===== config.mk =====
export PLATFORM = sky130hd
export DESIGN_NAME = uart_tx_byte_and_decimal
export DESIGN_NICKNAME = d
export VERILOG_FILES = /design/src/rtl/core/utx_pkg.sv /design/src/rtl/core/utx_dpath.sv /design/src/rtl/core/utx_ctrl.sv /design/src/rtl/core/uart_tx_byte_and_decimal.sv
export SDC_FILE = /design/constraint.sdc
export NUM_CORES = 1
export LEC_CHECK = 0
export BUFFER_PORTS_ARGS = -buffer_cell sky130_fd_sc_hd__clkbuf_2
export CAP_MARGIN = 20
export CORE_UTILIZATION = 60
export DETAILED_ROUTE_END_ITERATION = 8
export PLACE_DENSITY_LB_ADDON = 0.08
export SKIP_LAST_GASP = 1
export SYNTH_ARGS = -nofsm -noshare
export SYNTH_HDL_FRONTEND = slang
export SYNTH_SLANG_ARGS = --single-unit

===== constraint.sdc =====
create_clock -name clock -period 2.2 [get_ports clock]
set_input_delay 0.44 -clock clock [delete_from_list [all_inputs] [get_ports clock]]
set_output_delay 0.44 -clock clock [all_outputs]
set_load 0.005 [all_outputs]

===== src/rtl/core/utx_pkg.sv =====
// shared types and constants for the uart byte and decimal transmitter
// no dependencies
`default_nettype none

package utx_pkg;

   localparam int unsigned VALUE_W    = 16;
   localparam int unsigned FRAME_W    = 10;
   localparam int unsigned BCD_W      = 20;
   localparam int unsigned BITCNT_W   = 4;
   localparam int unsigned STEPCNT_W  = 4;
   localparam int unsigned DIGCNT_W   = 3;

   localparam logic [BITCNT_W-1:0]  FRAME_BITS    = 4'd10;
   localparam logic [STEPCNT_W-1:0] LAST_STEP     = 4'd15;
   localparam logic [DIGCNT_W-1:0]  DIGITS_SMALL  = 3'd3;
   localparam logic [DIGCNT_W-1:0]  DIGITS_LARGE  = 3'd5;
   localparam logic [VALUE_W-1:0]   SMALL_MAX     = 16'h00FF;
   localparam logic [7:0]           ASCII_ZERO    = 8'h30;

   localparam logic FUNC_BYTE   = 1'b0;
   localparam logic FUNC_NUMBER = 1'b1;

   typedef struct packed {
      logic                func;
      logic [VALUE_W-1:0]  value;
   } req_type;

   typedef struct packed {
      logic line_level;
      logic last_bit;
   } rsp_type;

   typedef enum logic [1:0] {
      ST_IDLE,
      ST_CONVERT,
      ST_LOAD,
      ST_SHIFT
   } state_type;

   typedef struct packed {
      logic capture;
      logic dabble;
      logic load_frame;
      logic shift;
   } cmd_type;

   typedef struct packed {
      logic is_number;
      logic conv_done;
      logic out_free;
      logic bit_end;
      logic last_frame;
   } sts_type;

endpackage

`default_nettype wire


===== src/rtl/core/utx_dpath.sv =====
// datapath: binary to bcd converter, frame shifter and result register
// depends on utx_pkg
`default_nettype none

module utx_dpath import utx_pkg::*; (
   input  wire logic     clock,
   input  wire logic     reset,
   input  wire req_type  req_payload,
   input  wire cmd_type  cmd,
   output sts_type       sts,
   output logic          rsp_valid,
   input  wire logic     rsp_stall,
   output rsp_type       rsp_payload
);

   logic                  func_ff, func_in;
   logic [VALUE_W-1:0]    bin_ff, bin_in;
   logic [BCD_W-1:0]      bcd_ff, bcd_in;
   logic [STEPCNT_W-1:0]  step_ff, step_in;
   logic [FRAME_W-1:0]    frame_ff, frame_in;
   logic [BITCNT_W-1:0]   bitcnt_ff, bitcnt_in;
   logic [DIGCNT_W-1:0]   digleft_ff, digleft_in;
   logic                  rsp_valid_ff, rsp_valid_in;
   rsp_type               rsp_ff, rsp_in;

   logic [BCD_W-1:0]      bcd_adj;
   logic [3:0]            digit;
   logic [DIGCNT_W-1:0]   dig_idx;
   logic [7:0]            tx_byte;

   // add-3 correction on each bcd digit before the shift
   always_comb begin
      for (int i = 0; i < 5; i++) begin
         if (bcd_ff[i*4 +: 4] >= 4'd5) begin
            bcd_adj[i*4 +: 4] = bcd_ff[i*4 +: 4] + 4'd3;
         end else begin
            bcd_adj[i*4 +: 4] = bcd_ff[i*4 +: 4];
         end
      end
   end

   // most significant digit first
   assign dig_idx = DIGITS_LARGE - digleft_ff;

   always_comb begin
      case (dig_idx)
         3'd0:    digit = bcd_ff[19:16];
         3'd1:    digit = bcd_ff[15:12];
         3'd2:    digit = bcd_ff[11:8];
         3'd3:    digit = bcd_ff[7:4];
         3'd4:    digit = bcd_ff[3:0];
         default: digit = 4'd0;
      endcase
   end

   assign tx_byte = (func_ff == FUNC_NUMBER) ? (ASCII_ZERO + {4'd0, digit}) : bin_ff[7:0];

   always_comb begin
      func_in      = func_ff;
      bin_in       = bin_ff;
      bcd_in       = bcd_ff;
      step_in      = step_ff;
      frame_in     = frame_ff;
      bitcnt_in    = bitcnt_ff;
      digleft_in   = digleft_ff;
      rsp_in       = rsp_ff;
      rsp_valid_in = rsp_valid_ff & rsp_stall;

      if (cmd.capture) begin
         func_in = req_payload.func;
         bin_in  = req_payload.value;
         bcd_in  = '0;
         step_in = '0;
         digleft_in = (req_payload.value <= SMALL_MAX) ? DIGITS_SMALL : DIGITS_LARGE;
      end
      if (cmd.dabble) begin
         {bcd_in, bin_in} = {bcd_adj[BCD_W-2:0], bin_ff, 1'b0};
         step_in = step_ff + 1'b1;
      end
      if (cmd.load_frame) begin
         frame_in  = {1'b1, tx_byte, 1'b0};
         bitcnt_in = FRAME_BITS;
         if (func_ff == FUNC_NUMBER) begin
            digleft_in = digleft_ff - 1'b1;
         end
      end
      if (cmd.shift) begin
         rsp_in.line_level = frame_ff[0];
         rsp_in.last_bit   = sts.bit_end & sts.last_frame;
         rsp_valid_in      = 1'b1;
         frame_in  = {1'b1, frame_ff[FRAME_W-1:1]};
         bitcnt_in = bitcnt_ff - 1'b1;
      end
   end

   always_ff @(posedge clock) begin
      if (reset) begin
         rsp_valid_ff <= 1'b0;
         func_ff      <= FUNC_BYTE;
         step_ff      <= '0;
         frame_ff     <= '1;
         bitcnt_ff    <= '0;
         digleft_ff   <= '0;
         bcd_ff       <= '0;
      end else begin
         rsp_valid_ff <= rsp_valid_in;
         func_ff      <= func_in;
         step_ff      <= step_in;
         frame_ff     <= frame_in;
         bitcnt_ff    <= bitcnt_in;
         digleft_ff   <= digleft_in;
         bcd_ff       <= bcd_in;
      end
   end

   always_ff @(posedge clock) begin
      bin_ff <= bin_in;
      rsp_ff <= rsp_in;
   end

   always_comb begin
      sts.is_number  = (req_payload.func == FUNC_NUMBER);
      sts.conv_done  = (step_ff == LAST_STEP);
      sts.out_free   = ~rsp_valid_ff | ~rsp_stall;
      sts.bit_end    = (bitcnt_ff == 4'd1);
      sts.last_frame = (func_ff == FUNC_BYTE) || (digleft_ff == '0);
   end

   assign rsp_valid   = rsp_valid_ff;
   assign rsp_payload = rsp_ff;

endmodule

`default_nettype wire


===== src/rtl/core/utx_ctrl.sv =====
// controller state machine: sequences capture, conversion, frame load and shift
// depends on utx_pkg
`default_nettype none

module utx_ctrl import utx_pkg::*; (
   input  wire logic    clock,
   input  wire logic    reset,
   input  wire logic    req_valid,
   output logic         req_stall,
   input  wire sts_type sts,
   output cmd_type      cmd
);

   state_type state_ff, state_in;

   always_ff @(posedge clock) begin
      if (reset) begin
         state_ff <= ST_IDLE;
      end else begin
         state_ff <= state_in;
      end
   end

   always_comb begin
      state_in  = state_ff;
      cmd       = '0;
      req_stall = 1'b1;
      case (state_ff)
         ST_IDLE: begin
            req_stall = 1'b0;
            if (req_valid) begin
               cmd.capture = 1'b1;
               state_in = sts.is_number ? ST_CONVERT : ST_LOAD;
            end
         end
         ST_CONVERT: begin
            cmd.dabble = 1'b1;
            if (sts.conv_done) begin
               state_in = ST_LOAD;
            end
         end
         ST_LOAD: begin
            cmd.load_frame = 1'b1;
            state_in = ST_SHIFT;
         end
         ST_SHIFT: begin
            // one bit per cycle while the result register can take it
            if (sts.out_free) begin
               cmd.shift = 1'b1;
               if (sts.bit_end) begin
                  state_in = sts.last_frame ? ST_IDLE : ST_LOAD;
               end
            end
         end
         default: begin
            state_in = ST_IDLE;
         end
      endcase
   end

endmodule

`default_nettype wire


===== src/rtl/core/uart_tx_byte_and_decimal.sv =====
// uart 8n1 transmitter, byte or decimal ascii; one item in flight at a time
// a byte item is one frame; a number item first runs the 16-step shift-add-3 converter,
// then sends three digit frames (<=255) or five, each a frame load and ten bit shifts;
// the bit shifts wait while rsp_stall is high and a bit is still held in the result
// register
// reset: synchronous, returns to idle with the frame register held at ones and no bit valid
`default_nettype none

module uart_tx_byte_and_decimal import utx_pkg::*; (
   input  wire logic    clock,
   input  wire logic    reset,
   input  wire logic    req_valid,
   output logic         req_stall,
   input  wire req_type req_payload,
   output logic         rsp_valid,
   input  wire logic    rsp_stall,
   output rsp_type      rsp_payload
);

   cmd_type cmd;
   sts_type sts;

   utx_ctrl u_ctrl (
      .clock     (clock),
      .reset     (reset),
      .req_valid (req_valid),
      .req_stall (req_stall),
      .sts       (sts),
      .cmd       (cmd)
   );

   utx_dpath u_dpath (
      .clock       (clock),
      .reset       (reset),
      .req_payload (req_payload),
      .cmd         (cmd),
      .sts         (sts),
      .rsp_valid   (rsp_valid),
      .rsp_stall   (rsp_stall),
      .rsp_payload (rsp_payload)
   );

`ifndef SYNTHESIS
   a_busy_after_accept: assert property (@(posedge clock) disable iff (reset)
      req_valid && !req_stall |=> req_stall)
      else $error("accepted a second item without a busy cycle");

   a_last_is_stop: assert property (@(posedge clock) disable iff (reset)
      rsp_valid && rsp_payload.last_bit |-> rsp_payload.line_level)
      else $error("last bit of a run is not a stop bit");

   a_idle_after_reset: assert property (@(posedge clock) disable iff (reset)
      $fell(reset) |-> !req_stall)
      else $error("not ready after reset");
`endif

endmodule

`default_nettype wire


# Yosys cells after proc, flatten, opt, wreduce, memory -nomap -nowiden
# Index checks and enable logic that the tools add are counted.
# totals
ff_bits	62
inputBits	21
elab_cells	90
# classes
add_sub_neg	10
order_cmp	6
eq_ne	13
n_mux	36
bitwise_logic	6
reduce_logical	7
# ops
cell	count
2-to-1 mux 20 bit	2
2-to-1 mux 16 bit	2
2-to-1 mux 4 bit	8
greater-or-equal comparator 4 x 3 -> 1 bit, second input constant	5
case mux 4 bit (5 select lines)	1
2-to-1 mux 9 bit	2
adder 4 x 2 -> 4 bit, second input constant	4
less-or-equal comparator 16 x 8 -> 1 bit, second input constant	1
2-to-1 mux 3 bit	5
2-to-1 mux 2 bit	6
2-to-1 mux 1 bit	8
2-to-1 mux 8 bit	1
case mux 2 bit (4 select lines)	1
adder 6 x 4 -> 7 bit, first input constant	1
equality test 3 x 2 -> 1 bit, second input constant	2
zero test 3 bit	2
!= test 2 bit, second input constant	3
adder 4 x 1 -> 4 bit, second input constant	1
equality test 2 bit, second input constant	2
equality test 4 x 1 -> 1 bit, second input constant	1
equality test 4 bit, second input constant	1
AND reduction 4 bit	1
nonzero test 2 bit	2
subtractor 4 x 1 -> 4 bit, second input constant	1
12 further kinds	15

# Logic depth before layout (Yosys ltp)
# depth
depth_word	7
ltp_mapped	7

# By module
# Synthesis repeated with hierarchy kept, for this count alone.
# hier_totals
hier_cells	358
hier_area_um2	3324.4
# modules_own_cells
module	instances	cells_per_inst	area_per_inst_um2
utx_dpath	1	342	3168.0
utx_ctrl	1	16	156.4

# Worst setup path before layout
# No wires, ideal clock.
# synth_timing
path_kind	reg2reg
start	reg u_ctrl.state_ff[0]
end	reg u_dpath.bcd_ff[10]
setup_ns	0.117
arrival_time_ns	1.523
t_required_ns	2.083
path_slack_ns	0.560
stages_incl_launch_ff	7
n_path_buf	1
path_cell_list	dfxtp_1 nor2b_1 clkbuf_1 nor2_2 inv_1 nor2_2 a22o_1
# synth_between
elab_chain_len	3
# synth_rtl
item	line_no	rtl
start: declaration	utx_ctrl.sv:14	state_type state_ff, state_in;
start signal: assignment	utx_ctrl.sv:20	state_ff <= state_in;
equality test 2 x 1 -> 1 bit or zero test 2 bit (tied branches)	utx_ctrl.sv:28	case (state_ff)
2-to-1 mux 1 bit	utx_ctrl.sv:28	
2-to-1 mux 20 bit or nonzero test 2 bit (tied branches)	n/a	
end signal: assignment	utx_dpath.sv:112	bcd_ff <= bcd_in;
end: declaration	utx_dpath.sv:18	logic [BCD_W-1:0] bcd_ff, bcd_in;
# Parallel ways exist; a longest one is shown, timed or not.
# A chain may end at the register's enable or synchronous reset.

# Worst setup path after layout
# layout_timing
start	reg u_ctrl.state_ff[1]
end	reg u_dpath.bitcnt_ff[1]
# layout_between
elab_chain_len	3
# layout_rtl
item	line_no	rtl
equality test 2 bit	utx_ctrl.sv:28	
2-to-1 mux 1 bit	utx_ctrl.sv:28	
2-to-1 mux 4 bit or nonzero test 2 bit (tied branches)	n/a	
end signal: assignment	utx_dpath.sv:110	bitcnt_ff <= bitcnt_in;
end: declaration	utx_dpath.sv:21	logic [BITCNT_W-1:0] bitcnt_ff, bitcnt_in;
# Parallel ways exist; a longest one is shown, timed or not.

==> impl_metrics.ini <==
[synth]
synth_nets = 371
yosysWarnings = 0
synth_flop_cell = dfxtp_1
synth_cell_types = 47
ys_seq_area_share_pct = 44.41
synthesis.area_um2 = 3178
synth-seq-cells = 62
synth_edf_count = 17
synthArstFlopShare_pct = 0
netlist_instances = 332
synth_area_per_cell_um2 = 9.572

[critical_path]
slowest_stage = dfxtp_1
slowest_delay_ps = 550
path_cells = and2_1 -> nand2_1 -> inv_1 -> nor3_1 -> a211oi_1
end_kind = flip-flop
critPathMaxFanout = 12
startpoint_type = flip-flop
critPathBufInv = 1
cpLargestDelayFamily = simple AND/OR/NAND/NOR gates
critPathKind = reg2reg
cp.arrival_ps = 2070
crit_required_ps = 2460

[pwr]
power_density_nw_per_um2 = 750.4
irDropWorstVdd_mv = 0.5191
p_leak_nw = 1.384
p_total_mw = 2.634

[timing]
final.min_clock_period_ps = 1812
min_period_over_period_pct = 82.37
tns_ps = 0
drv_slew = 0
tightest_slew_ps = 513.3
hold_ws_ps = 283.7
finalHoldViolations = 0
max_freq_mhz = 551.8
setup_viol_count_final = 0
skew_ps = 8.926
relSlewSlack_pct = 65.78
rsz0062_at_grt = no

[floorplan]
dieWidth_um = 74.78
num_rows = 26
start_util_pct = 62.22
ios = 25
core_um2 = 5107
design.die.area_um2 = 5592
die_y_um = 74.78

[layout]
fill_cells = 413
drive_above_1_share_pct = 14.92
antenna_cells = 0
final_cell_mix = 45 x dfxtp_1, 30 x a21oi_1, 25 x a22o_1
layout.nets = 396
final_common_cell = dfxtp_1
syn_to_final_growth_pct = 10.47

[clock_network]
numCtsBuffers = 9
cts-hold-fix-buffers = 0
clockBufferDepth = 2
root_buffer = clkbuf_8
postCtsSetupBuffers = 0
cts.clk_slew.worst_paths_ps = 70
htreeDepth = 3
cts_tree = yes
cts_sinks = 62
insertion_delay_ps = 340
post_cts.resized_instances = 0

[global_routing]
grt_pass1_vias = 2328
grt_pass1_wl_mm = 11.22
track_usage_pct = 27.35
grt_max_degree = 20
grt_overflow = 0
antenna_found_initial = 0

[drt]
ant_nets = 0
drc_errors = 0
drtIter0Drc = 162
vias_per_cell = 5.924
wl_per_cell_um = 15.98
firstDrtPassIters = 4
wirelength_mm = 6.904
num_vias = 2559

[place]
hpwlAfterDp_mm = 4.951
port_buffers = 24
routabilityCongestion = 0.8566

[min_path]
hold_class = in2reg

[job]
maxCapViolations = 0

[status]
status = completed
power by group:
part | switching (mW) | total (mW) | internal [mW]
combinational | 0.251 | 0.425 | 0.174
sequential | 0.0828 | 1.38 | 1.30
clock | 0.428 | 0.827 | 0.399
logic make-up (layout without fill, tap and decap cells):
family          Yosys count  count (layout)  synth area share (%)
fa+ha+maj                18              18                 7.087
buf+inv                  38              68                 5.354
flops                    62              62                 44.41
mux                       7               7                 2.244
compound gates          107             107                 23.27
simple gates             88              88                 14.33
xor+xnor                 12              12                 3.307
stage by stage:
stage	worst slack [ps]	area, um2	util, %	cells
after floorplan	559.9	3178	-	332
after global placement	483.7	3353	65.65	416
after detailed placement	413.0	3353	65.65	416
after CTS	393.0	3511	68.74	432
after global routing	158.9	3511	68.74	432
final	387.9	3511	68.74	432
Yosys cell counts, types with 10 or more instances:
master	instances	area share [%]
a21oi_1	30	4.7
ha_1	18	7.1
edfxtp_1	17	16
a22oi_1	10	2.4
nand2_1	19	2.2
nand3_1	15	2.4
nor3_1	11	1.7
o21ai_0	20	3.1
a22o_1	25	6.9
dfxtp_1	45	28
nor2_1	12	1.4
inv_1	19	2.2
final cells by class:
type	count	area (um2)	share of cell area, %
Clock buffer	11	131.4	3.742
Clock inverter	5	26.28	0.7484
Inverter	20	75.07	2.138
Multi-Input combinational cell	232	1599	45.55
Sequential cell	62	1411	40.20
Tap cell	70	87.58	2.495
Timing Repair Buffer	32	180.2	5.132
worst min-delay path: cells and delay by family:
| kind | cells | cell delay, ps |
|---|---|---|
| AND/OR/NAND/NOR | 2 | 80 |
| buffers and inverters | 1 | 80 |
routing by layer:
metal / GRT usage (%) / vias to the layer above / share of wire [%]
li1: - / 1274 / -
met1: 38.64 / 1193 / 47
met2: 40.64 / 78 / 44
met3: 4.819 / 14 / 6.4
met4: 13.21 / 0 / 1.9
met5: 0 / - / 0
flip-flops by register name, indices dropped and copies added, names as in the netlist:
| name | flops |
|---|---|
| u_dpath.step_ff | 4 |
| u_ctrl.state_ff | 2 |
| u_dpath.frame_ff | 9 |
| u_dpath.bcd_ff | 20 |
| u_dpath.func_ff | 1 |
| u_dpath.bitcnt_ff | 4 |
| u_dpath.bin_ff | 16 |
| u_dpath.digleft_ff | 3 |
| u_dpath.rsp_payload | 2 |
| u_dpath.rsp_valid | 1 |
final timing paths:
kind	cells past startpoint	startpoint	to	slack [ps]
hold reg to reg	0	u_dpath.frame_ff[0]	u_dpath.rsp_payload[1]	440
setup reg to reg	5	u_ctrl.state_ff[1]	u_dpath.bitcnt_ff[1]	390
setup / recovery	5	u_ctrl.state_ff[1]	u_dpath.bitcnt_ff[1]	390
hold / removal	3	req_payload[0]	u_dpath.bin_ff[0]	280
No activity file was read; power rests on OpenSTA's default activity.
